File: src/rbf_pkg.sv
// shared types, constants and tables of the rbf kernel sum evaluator
`default_nettype none
package rbf_pkg;

    // defaults of the top level parameters
    localparam int DEF_MAX_CENTERS = 64;
    localparam int DEF_MAX_DIMS    = 4;
    localparam int QUERY_COORDS    = 4;

    // field and datapath widths
    localparam int DATA_W  = 32;
    localparam int OUT_W   = 48;
    localparam int OP_W    = 2;
    localparam int CI_IN_W = 6;
    localparam int MI_IN_W = 2;
    localparam int CFG_W   = 2;
    localparam int D_W     = 50;
    localparam int T_W     = 22;
    localparam int P_W     = 31;
    localparam int K_W     = 17;
    localparam int ACC_W   = 64;
    localparam int MUL_W   = 33;
    localparam int PROD_W  = 2 * MUL_W;

    // arithmetic constants
    localparam logic [T_W-1:0]   T_CAP      = T_W'(32'd2097152);
    localparam logic [T_W-1:0]   POLY_LIM   = T_W'(32'd262144);
    localparam logic [P_W-1:0]   ONE30      = P_W'(32'h4000_0000);
    localparam logic [3:0]       EXP_TERMS  = 4'd12;
    localparam logic [2:0]       EXP_SQUARE = 3'd5;
    localparam logic [ACC_W-1:0] ROUND_HALF = ACC_W'(32'h8000);
    localparam logic signed [OUT_W-1:0] SUM_HI = {1'b0, {(OUT_W-1){1'b1}}};
    localparam logic signed [OUT_W-1:0] SUM_LO = {1'b1, {(OUT_W-1){1'b0}}};

    // operation codes
    localparam logic [OP_W-1:0] OP_QUERY     = 2'd0;
    localparam logic [OP_W-1:0] OP_WR_CENTER = 2'd1;
    localparam logic [OP_W-1:0] OP_WR_WEIGHT = 2'd2;

    // configuration register indexes
    localparam logic [CFG_W-1:0] CFG_NUM_CENTERS = 2'd0;
    localparam logic [CFG_W-1:0] CFG_NUM_DIMS    = 2'd1;
    localparam logic [CFG_W-1:0] CFG_KERNEL_SEL  = 2'd2;
    localparam logic [CFG_W-1:0] CFG_INV_LEN_SQ  = 2'd3;

    // sequencer states
    typedef enum logic [4:0] {
        S_IDLE,
        S_COORD,
        S_DIFF,
        S_SQ,
        S_ACCD,
        S_SCALE_HI,
        S_SCALE_LO,
        S_SCALE_T,
        S_POLY,
        S_POLY_K,
        S_EXP_FP,
        S_EXP_DIV,
        S_EXP_FIX,
        S_EXP_SQ,
        S_EXP_SQR,
        S_WMUL,
        S_ACC,
        S_ROUND,
        S_OUT
    } t_state;

    // reciprocal floor(2^32 / j) + 1, exact quotient after one correction
    function automatic logic [DATA_W-1:0] recip(input logic [3:0] j);
        logic [DATA_W-1:0] r;
        case (j)
            4'd2:    r = 32'd2147483649;
            4'd3:    r = 32'd1431655766;
            4'd4:    r = 32'd1073741825;
            4'd5:    r = 32'd858993460;
            4'd6:    r = 32'd715827883;
            4'd7:    r = 32'd613566757;
            4'd8:    r = 32'd536870913;
            4'd9:    r = 32'd477218589;
            4'd10:   r = 32'd429496730;
            4'd11:   r = 32'd390451573;
            4'd12:   r = 32'd357913942;
            default: r = '0;
        endcase
        return r;
    endfunction

endpackage
`default_nettype wire

File: src/rbf_mul.sv
// shared signed multiplier with a registered product
`default_nettype none
module rbf_mul (
    input  logic                              i_clk,
    input  logic signed [rbf_pkg::MUL_W-1:0]  i_a,
    input  logic signed [rbf_pkg::MUL_W-1:0]  i_b,
    output logic signed [rbf_pkg::PROD_W-1:0] o_p
);
    import rbf_pkg::*;

    logic signed [PROD_W-1:0] r_p;

    // one product per cycle
    always_ff @(posedge i_clk) begin
        r_p <= i_a * i_b;
    end

    assign o_p = r_p;

endmodule
`default_nettype wire

File: config.mk
export PLATFORM = sky130hd
export DESIGN_NAME = rbf_mul
export DESIGN_NICKNAME = d
export VERILOG_FILES = /design/src/rbf_pkg.sv /design/src/rbf_mul.sv
export SDC_FILE = /design/constraint.sdc
export NUM_CORES = 2
export LEC_CHECK = 0
export ABC_AREA = 1
export BUFFER_PORTS_ARGS = -buffer_cell sky130_fd_sc_hd__buf_2
export CAP_MARGIN = 25
export CORE_MARGIN = 2
export CORE_UTILIZATION = 51
export CTS_BUF_LIST = sky130_fd_sc_hd__clkbuf_8
export CTS_CLUSTER_SIZE = 40
export DETAILED_ROUTE_END_ITERATION = 6
export PLACE_DENSITY = 0.67
export SYNTH_ARGS = -nofsm -noshare
export SYNTH_HDL_FRONTEND = slang
export SYNTH_SLANG_ARGS = --single-unit
File: constraint.sdc
create_clock -name i_clk -period 8.2 [get_ports i_clk]
set_input_delay 0.41 -clock i_clk [delete_from_list [all_inputs] [get_ports i_clk]]
set_output_delay 0.41 -clock i_clk [all_outputs]
set_load 0.1 [all_outputs]
[After elaboration in Yosys (flattened, before gate mapping)]
Index checks and enable logic that the tools add are counted.
Storage, ports and cells
  bits in read-only memories: 0
  bits in latches: 0
  register bits after elaboration: 66
  output and inout port bits: 66
  RAM bits: 0
  logic and storage cells: 2
  memories kept: 0
Cells by class
  bitwise gates (word level): 0
  shifts and indexed selects: 0
  multipliers: 1
  eq/ne operators: 0
  reductions and logical operators: 0
  $add $sub $neg: 0
  multiplexer cells: 0
  order comparisons: 0
  div/mod/pow operators: 0
Operator list (number)
  33-bit by 33-bit multiplier with 66-bit output: 1

[Longest topological paths before layout]
  depth in word-level cells: 1
  mapped depth: 34
  depth with buffers taken out: 32

[Worst setup path before layout]
Ideal clock, no wire load.
  kind: input port to flip-flop
  start point: input port i_a[32] (netlist bit)
  end point: register r_p[60], in the netlist o_p[60]
  data required time: 8087 ps
  library setup time: 113 ps
  cell stages on the path: 23
  setup slack: 1034 ps
  arrival time: 7053 ps
  cell sequence: clkbuf_1 -> clkbuf_1 -> nand2_1 -> inv_1 -> fa_1 -> fa_1 -> fa_1 -> fa_1 -> inv_1 -> fa_1 -> fa_1 -> fa_1 -> fa_1 -> inv_1 -> ha_1 -> nand2_1 -> nor2_1 -> inv_1 -> nor3_1 -> nand2_1 -> and2_0 -> nand4_1 -> nand2_1
On the way
  cells in the longest elaborated chain, start to end: 1
Ends and longest elaborated chain
  start: declaration: RTL line rbf_mul.sv:5  | input logic signed [rbf_pkg::MUL_W-1:0] i_a,
  33-bit by 33-bit multiplier with 66-bit output: RTL line rbf_mul.sv:15  | r_p <= i_a * i_b;
  end signal: assignment: RTL line rbf_mul.sv:15
  end: declaration: RTL line rbf_mul.sv:11  | logic signed [PROD_W-1:0] r_p;
Every way passes these cells.

[Worst setup path in the final report]
  start point: input port i_b[10] (netlist bit)
  end point: register r_p[63], in the netlist o_p[63]
On the way
  cells in the longest elaborated chain, start to end: 1
Ends and longest elaborated chain
  start: declaration: RTL line rbf_mul.sv:6  | input logic signed [rbf_pkg::MUL_W-1:0] i_b,
  33-bit by 33-bit multiplier with 66-bit output: RTL line rbf_mul.sv:15
Every way passes these cells.

==> reports/metrics.csv <==
stage,metric,value,unit
cts,cts_tree,built,
floorplanning,die_h,295,um
cts,cts_inserted_buffers,9,
routing,drtPass1Iterations,7,
place,portBuffers,132,
worst_setup_path,critPathMaxFanout,33,
sta,tns,0,ns
sta,rsz0062_at_grt,no,
worst_setup_path,worstPathRequired,8.46,ns
worst_setup_path,cp-startpoint,i_b[10],
finish,area_growth,4.50,%
worst_setup_path,crit_top_cell,fa_1,
cts,ctsHoldBuffers,0,
synthesis,yosys.area_share.simple,0.166,
synthesis,synth_area,43200,um2
floorplanning,core,83700,um2
worst_setup_path,cp-end-kind,flop,
routing,ant_nets,0,
global_route,antenna_found_initial,8,
floorplanning,fp.dieArea,87000,um2
sta,max_freq,136,MHz
floorplanning,pin_count,133,
cts,cts_setup_buffers,0,
global_route,grt_max_degree,34,
worst_setup_path,crit_end,o_p[63],
synthesis,synth-xor-area-share,0.00832,
synthesis,synth_top_family_by_area,adder cells,
global_route,track_usage,0.292,
finish,stdcell_count,6640,
cts,cts_buffer_depth,2,
worst_setup_path,cp_cell_sequence,"buf_2, nand2_1, fa_1, fa_1, fa_1, inv_1, fa_1, fa_1, fa_1, fa_1, inv_1, fa_1, inv_1, ha_1, nand2_1, nor2_2, nand2_1, nor4_1, nand2_1, nand3_1, nand2_1",
global_route,grt_pass1_vias,36500,
worst_setup_path,max_stage_delay,0.76,ns
sta,setup_viol,0,
sta,tightest_slew,0.903,ns
routing,drc_errors,0,
cts,postCtsResizedCells,0,
run,cap_violations,0,
place,dp_hpwl,105000,um
finish,drive_gt1_frac,0.0516,
sta,period_share,0.895,
synthesis,synthAdderAreaFrac,0.594,
worst_setup_path,cp_slowest_cell,fa_1,
finish,final_cell_mix,"inv_1 (1,894), nand2_1 (1,517), fa_1 (1,145)",
sta,min_period,7.34,ns
synthesis,synth_compound_area_frac,0.0138,
finish,layout_commonest_cell,inv_1,
worst_setup_path,start_kind,input pin,
floorplanning,die_w,295,um
routing,via_per_inst,4.93,
synthesis,ys_warn_count,0,
floorplanning,initial_core_util,0.516,
worst_setup_path,crit_type,in2reg,
worst_setup_path,critical_path_arrival,7.60,ns
synthesis,synth_cell_types,35,
status,status,"finished, final reports clean",
synthesis,syn_inst,5543,
synthesis,avgSynthCellArea,7.79,um2
sta,finalMaxSlewViolations,0,
routing,num_vias,32700,
place,dp.cells,6620,
sta,worst_slew_margin_rel,0.396,
synthesis,synth_mux_area_frac,0,
global_route,grt_pass1_wl,196000,um
synthesis,synth-seq-cells,66,
cts,path_clk_slew,0.08,ns
cts,cts_sinks,66,
cts,cts-htree-levels,3,
routing,drt_iter0_drc,1971,
floorplanning,fp-row-count,106,
finish,nFillCells,8043,
synthesis,synth_fp_nets,6972,
finish,nNetsFinal,6927,
worst_hold_path,min-delay-path-class,in2reg,
place,place.gp.congestion,0.942,
cts,cts_root_buffer,clkbuf_8,
sta,final-hold-violation-count,0,
synthesis,ys_seq_area_frac,0.0306,
global_route,grt_overflow,0,
finish,largest_reg_flops,66,
routing,wirelength,119000,um
routing,post_drt_wl_per_cell,17.9,um
## layer usage
layer | track usage | vias up | part of all wire
met4 | 0.105 | 10 | 0.042
li1 | - | 14900 | -
met2 | 0.528 | 1075 | 0.51
met3 | 0.0311 | 262 | 0.056
met1 | 0.363 | 16500 | 0.39
met5 | 0 | - | 0.00056
## how the worst min path moves through the flow
stage / startpoint / endpoint / cells after the start
after floorplan: i_a[0] / o_p[0] / 3
after global placement: o_p[18] / o_p[18] / 1
after detailed placement: o_p[18] / o_p[18] / 1
after CTS: i_b[0] / o_p[0] / 4
after global routing: i_b[0] / o_p[0] / 4
final: i_b[0] / o_p[0] / 4
## cell families after synthesis
logic type | Yosys count
buf+inv | 2158
simple gates | 1810
fa+ha+maj | 1362
compound gates | 106
flops | 66
xor+xnor | 41
## critical path: cells and delay by family
family,cells,cell delay (ns)
buffers and inverters,4,1.05
adders and majority gates,9,4.69
and+or+nand+nor,8,1.44
## cell type report
| cell class | count | area, um2 | share of cell area |
|---|---|---|---|
| well taps | 1134 | 1420 | 0.0314 |
| clock buffers | 9 | 124 | 0.00275 |
| repair buffers | 207 | 1260 | 0.0278 |
| multi-input cells | 3319 | 33800 | 0.748 |
| inverters | 1895 | 7110 | 0.158 |
| diodes | 3 | 7.51 | 0.000166 |
| clock inverters | 7 | 125 | 0.00277 |
| flip-flops and latches | 66 | 1320 | 0.0293 |
## metrics by stage
step / util / instance area [um2] / hold slack, ns / setup slack, ns
global placement: 0.536 / 44800 / 0.962 / 0.514
CTS: 0.539 / 45100 / 0.647 / 0.875
finish: 0.539 / 45100 / 0.684 / 0.860
detailed placement: 0.536 / 44800 / 0.961 / 0.488
global route: 0.539 / 45100 / 0.671 / 0.399
floorplan: - / 43200 / 0.674 / 1.03
## Yosys cell counts (all sizes together)
| cell type | number | area share |
|---|---|---|
| a21o | 2 | 0.00035 |
| fa | 1145 | 0.53 |
| nand3b | 3 | 0.00052 |
| o21bai | 14 | 0.0024 |
| buf | 1 | 0.000087 |
| clkbuf | 262 | 0.023 |
| nor4 | 5 | 0.00087 |
| o21a | 1 | 0.00017 |
| xor2 | 37 | 0.0075 |
| or2 | 6 | 0.00087 |
| o21ai | 23 | 0.0028 |
| nor2 | 154 | 0.015 |
| a21oi | 65 | 0.0079 |
| xnor2 | 4 | 0.00081 |
| inv | 1895 | 0.16 |
| nand2 | 1534 | 0.13 |
| and2 | 3 | 0.00043 |
| dfxtp | 66 | 0.031 |
| nand4 | 19 | 0.0028 |
| ha | 217 | 0.063 |
| a21boi | 1 | 0.00017 |
| nand3 | 78 | 0.010 |
| nor3 | 8 | 0.0010 |
Power is left out: the tool's default activity adds up to more than one toggle a clock period on the data nets, which glitch-free logic cannot reach.
